===== src/design/sbfe_pkg.sv =====
// Package of shared widths, register codes, reset values and helper functions for the bit-flip event block.
`default_nettype none
package sbfe_pkg;

    localparam int unsigned ByteW   = 8;
    localparam int unsigned PosW    = 3;
    localparam int unsigned CountW  = 4;
    localparam int unsigned AddrW   = 32;
    localparam int unsigned TimeW   = 64;
    localparam int unsigned EventW  = 36;
    localparam int unsigned RateW   = 16;
    localparam int unsigned CfgIdxW = 1;
    localparam int unsigned CfgW    = 36;
    localparam int unsigned InDataW  = 16;
    localparam int unsigned OutDataW = 136;

    localparam logic [EventW-1:0] MaxEventsReset = EventW'(64'h8_0000_0000);
    localparam logic [RateW-1:0]  NsPerByteReset = RateW'(1000);

    typedef enum logic [CfgIdxW-1:0] {
        REG_MAX_EVENTS  = 1'b0,
        REG_NS_PER_BYTE = 1'b1
    } t_cfg_reg;

    function automatic logic [CountW-1:0] f_popcount(input logic [ByteW-1:0] value);
        logic [CountW-1:0] sum;
        sum = '0;
        for (int i = 0; i < ByteW; i++) begin
            sum = sum + CountW'(value[i]);
        end
        return sum;
    endfunction

    function automatic logic [PosW-1:0] f_lowest_set(input logic [ByteW-1:0] value);
        logic [PosW-1:0] pos;
        pos = '0;
        for (int i = ByteW - 1; i >= 0; i--) begin
            if (value[i]) begin
                pos = PosW'(i);
            end
        end
        return pos;
    endfunction

endpackage
`default_nettype wire


===== src/design/snapshot_bit_flip_events.sv =====
// Top level: compares snapshot bytes and emits one event per flipped bit, up to the configured limit.
// Each byte is captured in the emit-stage registers, and its events then leave through the output register.
// Throughput: one byte per cycle while each byte yields at most one event and the output is not held;
// a byte yielding several events occupies the single event-emit stage until its last event is emitted.
// A byte with no events waits only while the emit stage is busy, which a held output can prolong.
// Synchronous active-low reset clears position, time, count and pending events and
// restores both configuration registers to their defaults.
`default_nettype none
module snapshot_bit_flip_events (
    input  wire logic                             i_clk,
    input  wire logic                             i_rst_n,
    input  wire logic                             i_cfg_wen,
    input  wire logic [sbfe_pkg::CfgIdxW-1:0]     i_cfg_idx,
    input  wire logic [sbfe_pkg::CfgW-1:0]        i_cfg_wdata,
    input  wire logic                             s_axis_tvalid,
    output logic                                  s_axis_tready,
    // old_byte [7:0], new_byte [15:8]
    input  wire logic [sbfe_pkg::InDataW-1:0]     s_axis_tdata,
    input  wire logic                             s_axis_tlast,
    output logic                                  m_axis_tvalid,
    input  wire logic                             m_axis_tready,
    // event time [63:0], address [95:64], flipped bit index [98:96],
    // direction [99], event_number [135:100]
    output logic [sbfe_pkg::OutDataW-1:0]         m_axis_tdata,
    output logic                                  m_axis_tlast
);
    import sbfe_pkg::*;

    logic [EventW-1:0] r_max;
    logic [RateW-1:0]  r_nspb;
    logic [AddrW-1:0]  r_index;
    logic [TimeW-1:0]  r_time;
    logic [EventW-1:0] r_count;

    logic              r_busy;
    logic [ByteW-1:0]  r_mask;
    logic [CountW-1:0] r_cnt;
    logic [ByteW-1:0]  r_newb;
    logic [TimeW-1:0]  r_ts;
    logic [AddrW-1:0]  r_addr;
    logic [EventW-1:0] r_evn;

    logic              r_ovalid;
    logic [OutDataW-1:0] r_odata;
    logic              r_olast;

    logic [ByteW-1:0]  in_diff;
    logic [CountW-1:0] in_pop;
    logic [EventW-1:0] budget;
    logic [CountW-1:0] n_emit;
    logic              in_acc;
    logic              emit;
    logic [PosW-1:0]   emit_pos;
    logic              emit_last;

    assign in_diff = s_axis_tdata[7:0] ^ s_axis_tdata[15:8];
    assign in_pop  = f_popcount(in_diff);
    assign budget  = (r_count < r_max) ? (r_max - r_count) : '0;
    assign n_emit  = (budget < EventW'(in_pop)) ? budget[CountW-1:0] : in_pop;

    assign emit      = r_busy && (!r_ovalid || m_axis_tready);
    assign emit_pos  = f_lowest_set(r_mask);
    assign emit_last = (r_cnt == CountW'(1));

    assign s_axis_tready = !r_busy || (emit && emit_last);
    assign in_acc        = s_axis_tvalid && s_axis_tready;

    always_ff @(posedge i_clk) begin
        if (!i_rst_n) begin
            r_max  <= MaxEventsReset;
            r_nspb <= NsPerByteReset;
        end else if (i_cfg_wen) begin
            unique case (t_cfg_reg'(i_cfg_idx))
                REG_MAX_EVENTS:  r_max  <= i_cfg_wdata[EventW-1:0];
                REG_NS_PER_BYTE: r_nspb <= i_cfg_wdata[RateW-1:0];
                default: ;
            endcase
        end
    end

    always_ff @(posedge i_clk) begin
        if (!i_rst_n) begin
            r_index <= '0;
            r_time  <= '0;
            r_count <= '0;
        end else if (in_acc) begin
            if (s_axis_tlast) begin
                r_index <= '0;
                r_time  <= '0;
                r_count <= '0;
            end else begin
                r_index <= r_index + AddrW'(1);
                r_time  <= r_time + TimeW'(r_nspb);
                r_count <= r_count + EventW'(n_emit);
            end
        end
    end

    always_ff @(posedge i_clk) begin
        if (!i_rst_n) begin
            r_busy <= 1'b0;
        end else if (in_acc) begin
            r_busy <= (n_emit != '0);
        end else if (emit && emit_last) begin
            r_busy <= 1'b0;
        end
    end

    always_ff @(posedge i_clk) begin
        if (in_acc) begin
            r_mask <= in_diff;
            r_cnt  <= n_emit;
            r_newb <= s_axis_tdata[15:8];
            r_ts   <= r_time;
            r_addr <= r_index;
            r_evn  <= r_count + EventW'(1);
        end else if (emit) begin
            r_mask[emit_pos] <= 1'b0;
            r_cnt            <= r_cnt - CountW'(1);
            r_evn            <= r_evn + EventW'(1);
        end
    end

    always_ff @(posedge i_clk) begin
        if (!i_rst_n) begin
            r_ovalid <= 1'b0;
        end else if (emit) begin
            r_ovalid <= 1'b1;
        end else if (m_axis_tready) begin
            r_ovalid <= 1'b0;
        end
    end

    always_ff @(posedge i_clk) begin
        if (emit) begin
            r_odata <= {r_evn, r_newb[emit_pos], emit_pos, r_addr, r_ts};
            r_olast <= emit_last;
        end
    end

    assign m_axis_tvalid = r_ovalid;
    assign m_axis_tdata  = r_odata;
    assign m_axis_tlast  = r_olast;

    a_busy_has_events: assert property (@(posedge i_clk) disable iff (!i_rst_n)
        r_busy |-> (r_cnt != '0))
        else $error("emit stage busy with no events left");

    a_cnt_within_mask: assert property (@(posedge i_clk) disable iff (!i_rst_n)
        r_busy |-> (32'(r_cnt) <= $countones(r_mask)))
        else $error("more events pending than flipped bits");

    a_event_limit: assert property (@(posedge i_clk) disable iff (!i_rst_n)
        emit |-> (r_evn <= r_max))
        else $error("event number beyond configured maximum");

    a_last_clears: assert property (@(posedge i_clk) disable iff (!i_rst_n)
        (in_acc && s_axis_tlast) |=> (r_count == '0 && r_index == '0 && r_time == '0))
        else $error("snapshot state not cleared after last byte");

endmodule
`default_nettype wire


===== config.mk =====
export PLATFORM = sky130hd
export DESIGN_NAME = snapshot_bit_flip_events
export DESIGN_NICKNAME = d
export VERILOG_FILES = /design/src/design/sbfe_pkg.sv /design/src/design/snapshot_bit_flip_events.sv
export SDC_FILE = /design/constraint.sdc
export NUM_CORES = 1
export LEC_CHECK = 0
export ABC_AREA = 1
export BUFFER_PORTS_ARGS = -buffer_cell sky130_fd_sc_hd__buf_2
export CORE_ASPECT_RATIO = 0.9
export CORE_MARGIN = 2
export CORE_UTILIZATION = 50
export CTS_CLUSTER_DIAMETER = 40
export DETAILED_ROUTE_END_ITERATION = 10
export PLACE_DENSITY = 0.7
export SLEW_MARGIN = 20
export SYNTH_ARGS = -nofsm -noshare
export SYNTH_HDL_FRONTEND = slang
export SYNTH_SLANG_ARGS = --single-unit

===== constraint.sdc =====
create_clock -name i_clk -period 15.8 [get_ports i_clk]
set_input_delay 1.58 -clock i_clk [delete_from_list [all_inputs] [get_ports i_clk]]
set_output_delay 1.58 -clock i_clk [all_outputs]
set_load 0.02 [all_outputs]

==> flow_summary.yaml, run 1 <==
route:
  violation_count_after_the_first_detailed_route_iteration: 1191
  firstDrtPassIters: 6
  routed_wl_per_cell_um: 16.2
  post-route-drc-count: 0
  vias: 17542
  drt-total-wl_um: 54800
  post_drt_via_cell_ratio: 5.17
  route.antenna.remaining_nets: 0
worst_setup_path:
  cpMaxStageDelayCell: "sky130_fd_sc_hd__fa_1"
  worst_path_largest_cell_delay_ps: 540
  reg_to_reg_end: "r_count[34]"
  critical_path_peak_fanout: 5
  crit_path_start_kind: "primary input"
  cp.required_ps: 16310
  endpoint_kind: "flop"
  cp_common_cell: "sky130_fd_sc_hd__nand2_1"
  rr_worst_depth: 37
  critical_path.top_delay_family: "adder cells"
  setup.reg_to_reg.worst_slack_ps: 9530
  worstPathBufferInverterCount: 5
  category_of_the_critical_setup_timing_path: "primary input to flop"
  worstReg2RegStart: "r_count[16]"
  worst_ep_arrival_time_ps: 8090
yosys:
  synth.cell_area_sq_um: 22400
  yosysSeqAreaShare: 0.555
  postSynthAreaPerCell_sq_um: 8.90
  synthArstFlopShare: 0
  synth.ff_latch_count: 475
  synth-edff-count: 289
  synth_fp_nets: 2645
  synthesis.yosys.warnings: 0
  synth.lib_cells_used.distinct: 55
  netlist_instances: 2513
  synth-main-ff-cell: "sky130_fd_sc_hd__edfxtp_1"
floorplanning:
  placement_rows: 73
  ios: 198
  initial_core_util: 0.507
  floorplan.die_area_sq_um: 46400
  horiz_die_dim_um: 227
  floorplan.die.height_um: 205
  core-area_sq_um: 44100
timing:
  layout_worst_path_cycle_share: 0.480
  finalWorstPathRequiredPeriod_ps: 7580
  worst-slew-pin-transition_ps: 1000
  setup_viol: 0
  timing.max_slew.rel_slack: 0.330
  timing.clock.skew_ps: 20.8
  rsz0062_at_grt: "false"
  achievable-frequency_mhz: 132
  finalHoldWorstSlack_ps: 411
  setup_tns_ps: 0
  finalMaxSlewViolations: 0
  final_hold_viol_count: 0
hold_path:
  hold_path_startpoint: "r_ts[10]"
  worstHoldEndpoint: "m_axis_tdata[10]"
  min_delay_path_depth: 0
  hp-class: "flop to flop"
clock_tree:
  post_cts.repair.setup_buffers: 0
  cts_resized: 0
  tritoncts: "built"
  cts-buffers-inserted: 61
  cts-htree-levels: 2
  clock_path_buffers: 3
  clock_tree.root_cell: "sky130_fd_sc_hd__clkbuf_16"
  hold_buffers: 0
  clkLatencyLatePin_ps: 620
  cts.clk_slew.worst_paths_ps: 60
  clock-sinks: 475
job:
  cap_viol_max_count: 0
status:
  outcome: "finished clean"
final_layout:
  most_used_cells_in_the_layout_excluding_fill_and_tap_cells: "sky130_fd_sc_hd__nand2_1, sky130_fd_sc_hd__inv_1, sky130_fd_sc_hd__nor2_1, sky130_fd_sc_hd__edfxtp_1, sky130_fd_sc_hd__buf_2"
  diodes: 0
  fin_nets: 2872
  mostFrequentLayoutCell: "sky130_fd_sc_hd__nand2_1"
  area.growth.synth_to_final_pct: 16.5
  post_route_cells_drive_above_1_share: 0.139
global_route:
  gr-usage-all-layers: 0.236
  grt_max_degree: 81
  grt_pass1_vias: 16482
  grt_pass1_wl_um: 86300
  antenna_found_initial: 0
  gr-total-overflow: 0
placed_design:
  port_buffers: 197
  globalplace.congestion: 0.970
  detailedPlacementHpwl_um: 40200
power_and_ir_drop:
  vdd_drop_max_mv: 0.0934
  total_leakage_power_nw: 10.7
  powerDensity_nw_per_um2: 151
## report_power, final
group | internal [mW] | leakage [nW] | switching, mW
Combinational | 0.260 | 5.38 | 0.620
Sequential | 1.60 | 4.34 | 0.0858
Clock | 0.820 | 1.01 | 0.557
## worst max path at each step
stage | endpoint | slack (ps) | startpoint | cells after the start
after floorplan | r_count[34] | 8560 | s_axis_tdata[8] | 34
after global placement | r_count[34] | 7870 | s_axis_tdata[0] | 34
after detailed placement | r_count[34] | 7690 | s_axis_tdata[8] | 35
after CTS | r_count[34] | 8320 | s_axis_tdata[8] | 35
after global routing | r_count[30] | 7710 | s_axis_tdata[8] | 34
final | r_count[34] | 8220 | s_axis_tdata[8] | 35
## kinds of logic after synthesis
family	Yosys count	synth area share
fa+ha+maj	73	0.0432
flops	475	0.555
xor+xnor	48	0.0188
buf+inv	376	0.0647
compound gates	410	0.0985
simple gates	1131	0.220
## area by class of cell
cell class / count / area [sq um]
multi-input combinational: 1662 / 8520
fill: 3843 / 18100
timing repair buffer: 206 / 1050
sequential: 475 / 12400
tap: 600 / 751
clock buffer: 70 / 1580
clock inverter: 44 / 470
inverter: 334 / 1260
## through the flow
stage                     power [mW]  setup slack (ps)  utilization  instance area [sq um]  std cells
final                           3.94              8220        0.590                  26000       3391
after global routing            4.14              7710        0.590                  26000       3391
after CTS                       3.97              8320        0.590                  26000       3391
after detailed placement        2.59              7690        0.544                  24000       3277
after global placement          2.56              7870        0.544                  24000       3277
after floorplan                 2.32              8560            -                  22400       2513
## cell usage after synthesis, drive strengths merged, types with 31 or more instances
master,count,area share
nand3,101,0.023
clkbuf,31,0.0052
o21ai,185,0.042
nor2,319,0.057
a21oi,173,0.039
nor3,75,0.019
edfxtp,289,0.39
nand2,552,0.094
ha,66,0.037
xor2,37,0.014
inv,333,0.056
dfxtp,186,0.17
## registers in the layout (all words and copies together), names as in the netlist
signal and count:
r_index 32, m_axis_tdata 136, m_axis_tvalid 1, r_nspb 16, r_newb 8, r_time 64
r_cnt 4, r_count 36, m_axis_tlast 1, r_mask 8, r_addr 32, r_busy 1
r_max 36, r_ts 64, r_evn 36
## layer usage
| layer | wire, um | share of wire | GRT usage |
|---|---|---|---|
| met1 | 24800 | 0.45 | 0.321 |
| met2 | 25000 | 0.46 | 0.379 |
| met3 | 3310 | 0.060 | 0.0384 |
| met4 | 1700 | 0.031 | 0.0882 |
| met5 | 0 | 0 | 0 |
Power figures use the tool's default switching activity.
==> inputs of run 2 (changes only) <==
--- a/config.mk
+++ b/config.mk
@@ -5,7 +5,7 @@
 export SDC_FILE = /design/constraint.sdc
 export NUM_CORES = 1
 export LEC_CHECK = 0
-export ABC_AREA = 1
+export ABC_AREA = 0
 export BUFFER_PORTS_ARGS = -buffer_cell sky130_fd_sc_hd__buf_2
 export CORE_ASPECT_RATIO = 0.9
 export CORE_MARGIN = 2
==> constraint.sdc (replaced) <==
create_clock -name i_clk -period 7.21 [get_ports i_clk]
set_input_delay 0.721 -clock i_clk [delete_from_list [all_inputs] [get_ports i_clk]]
set_output_delay 0.721 -clock i_clk [all_outputs]
set_load 0.02 [all_outputs]
==> run 2 against run 1 <==
- the flow now finishes with violations (negative setup slack)
- power is 140% higher
- via count is 6.7% lower
- setup slack got worse by 8500 ps
- count of clock-buffer cells in the layout increased by 3
- clock power increased by 120%
- critical path type unchanged
==> flow_summary.yaml, run 2 <==
status:
  outcome: "complete, but fails checks"
  violations_in_the_final_reports: "negative setup slack"
power_and_ir_drop:
  cellInternalPower_mw: 6.37
  power.net_switching_mw: 3.06
  power.switching_fraction: 0.325
  total_leakage_power_nw: 10.7
  powerDensity_nw_per_um2: 349
  clock_power_share: 0.318
  sequential_power_share: 0.420
  vdd_drop_max_mv: 0.230
  comb_power_share: 0.261
worst_setup_path:
  rr_worst_depth: 36
  endpoint_kind: "flop"
  worstSetupPathDepth: 33
  worst_path_largest_cell_delay_ps: 570
  worst_ep_arrival_time_ps: 8060
  cp.required_ps: 7740
  critical_path.top_delay_family: "adder cells"
  crit_path_start_kind: "primary input"
  cpMaxStageDelayCell: "sky130_fd_sc_hd__fa_1"
  worstPathBufferInverterCount: 4
  cp_common_cell: "sky130_fd_sc_hd__fa_1"
  category_of_the_critical_setup_timing_path: "primary input to flop"
  critical_path_peak_fanout: 4
yosys:
  synth.cells.most_frequent: "sky130_fd_sc_hd__edfxtp_1, sky130_fd_sc_hd__nand2_1, sky130_fd_sc_hd__dfxtp_1"
  synth_fp_nets: 2136
  postSynthAreaPerCell_sq_um: 10.8
  yosysSeqAreaShare: 0.572
  synthArstFlopShare: 0
  synth-edff-count: 289
  synth_largest_type_area_fraction: 0.401
  ys_top_cells_by_area: "sky130_fd_sc_hd__edfxtp_1, sky130_fd_sc_hd__dfxtp_1, sky130_fd_sc_hd__nand2_1"
  synth.ff_latch_count: 475
  synth.cell_area_sq_um: 21700
  synth.lib_cells_used.distinct: 84
  synth.largest_area_cell: "sky130_fd_sc_hd__edfxtp_1"
  post-synth-top-count-cell: "sky130_fd_sc_hd__edfxtp_1"
  synthesis.yosys.warnings: 0
  netlist_instances: 2004
  synth-main-ff-cell: "sky130_fd_sc_hd__edfxtp_1"
route:
  post-route-drc-count: 0
  route.antenna.remaining_nets: 0
  violation_count_after_the_first_detailed_route_iteration: 1117
  drt-total-wl_um: 54000
  post_drt_via_cell_ratio: 5.45
  firstDrtPassIters: 5
  vias: 16364
  routed_wl_per_cell_um: 18.0
floorplanning:
  placement_rows: 72
  horiz_die_dim_um: 223
  floorplan.die.height_um: 201
  core-area_sq_um: 42900
  floorplan.die_area_sq_um: 45000
  initial_core_util: 0.505
  ios: 198
clock_tree:
  clock-sinks: 475
  clkLatencyLatePin_ps: 650
  tritoncts: "built"
  clock_tree.root_cell: "sky130_fd_sc_hd__clkbuf_16"
  cts-buffers-inserted: 60
  clock_path_buffers: 3
  hold_buffers: 0
  cts.clk_slew.worst_paths_ps: 60
  cts-htree-levels: 2
placed_design:
  port_buffers: 197
  detailedPlacementHpwl_um: 39300
  globalplace.congestion: 0.930
timing:
  layout_worst_path_cycle_share: 1.04
  final_hold_viol_count: 0
  setup_tns_ps: -2560
  finalMaxSlewViolations: 0
  timing.max_slew.rel_slack: 0.343
  final_critical_path_setup_slack_ps: -323
  setup_viol: 15
  worst-slew-pin-transition_ps: 977
  achievable-frequency_mhz: 133
  rsz0062_at_grt: "true"
  timing.clock.skew_ps: 55.1
  finalHoldWorstSlack_ps: 281
  finalWorstPathRequiredPeriod_ps: 7530
hold_path:
  hp-class: "primary input to flop"
  min_delay_path_depth: 1
final_layout:
  multiInputGateArea_sq_um: 8920
  fillCellCount: 3369
  fin_nets: 2529
  final-seq-area_sq_um: 12400
  area.growth.synth_to_final_pct: 24.5
  mostFrequentLayoutCell: "sky130_fd_sc_hd__edfxtp_1"
  post_route_cells_drive_above_1_share: 0.234
  most_used_cells_in_the_layout_excluding_fill_and_tap_cells: "sky130_fd_sc_hd__edfxtp_1, sky130_fd_sc_hd__nand2_1, sky130_fd_sc_hd__buf_4, sky130_fd_sc_hd__buf_2, sky130_fd_sc_hd__dfxtp_1"
  largest_register_ffs: 136
  diodes: 0
global_route:
  grt_pass1_wl_um: 85700
  antenna_found_initial: 2
  gr-total-overflow: 0
  grt_max_degree: 89
  grt_pass1_vias: 15981
  gr-usage-all-layers: 0.240
job:
  cap_viol_max_count: 0
[run 2: power groups by stage]
stage	clock network [mW]	logic, mW	registers, mW
CTS	3.05	2.45	3.97
global route	3.16	2.67	4.02
floorplan	0	1.20	4.29
global placement	0	2.32	4.00
detailed placement	0	2.37	4.02
finish	3.00	2.46	3.96
[run 2: final timing paths]
path / startpoint / end / slack [ps]
hold reg to reg: r_ts[53] / m_axis_tdata[53] / 410
hold / removal: s_axis_tdata[11] / r_newb[3] / 280
setup / recovery: s_axis_tdata[3] / r_count[29] / -320
setup reg to reg: r_count[15] / r_count[29] / -150
[run 2: per-layer routing]
layer | part of all wire | GRT usage
met1 | 0.46 | 0.338
met2 | 0.45 | 0.371
met3 | 0.063 | 0.0545
met4 | 0.028 | 0.0752
met5 | 0.00039 | 0
[run 2: timing repair]
item	in CTS	in global routing
pin swaps	5	7
endpoints found under the setup margin	29	31
resized for setup	21	9
hold endpoints to repair	0	0
setup buffers	6	2
[run 2: layout make-up]
cell class	instances	area share
flip-flops and latches	475	0.460
clock buffers	73	0.0601
repair buffers	406	0.0963
clock inverters	40	0.0167
well taps	555	0.0257
inverters	78	0.0110
multi-input cells	1376	0.331
[run 2: stage by stage]
step	cell area (sq um)	worst slack (ps)	std cells	power [mW]	util
global route	27000	-700	3003	9.86	0.629
global placement	24700	-1010	2883	6.32	0.576
floorplan	21800	-606	2004	5.50	-
detailed placement	24700	-1220	2883	6.39	0.576
finish	27000	-323	3003	9.43	0.629
CTS	26900	-227	3001	9.47	0.628
[run 2: worst reg2reg max path, delay by kind of cell (launching register included)]
| family | cells | cell delay, ps |
|---|---|---|
| adder cells (fa/ha/maj) | 3 | 860 |
| flip-flops | 1 | 320 |
| AND/OR/NAND/NOR | 16 | 3520 |
| buffers and inverters | 5 | 780 |
| AO/OA/AOI/OAI | 12 | 1810 |
[run 2: cells by family after synthesis]
| kind of cell | after synthesis | synth area share |
|---|---|---|
| AO/OA/AOI/OAI | 355 | 0.111 |
| multiplexers | 27 | 0.0125 |
| flip-flops | 475 | 0.572 |
| buffers and inverters | 153 | 0.0275 |
| XOR/XNOR | 181 | 0.0732 |
| adder cells (fa/ha/maj) | 73 | 0.0446 |
| AND/OR/NAND/NOR | 740 | 0.159 |
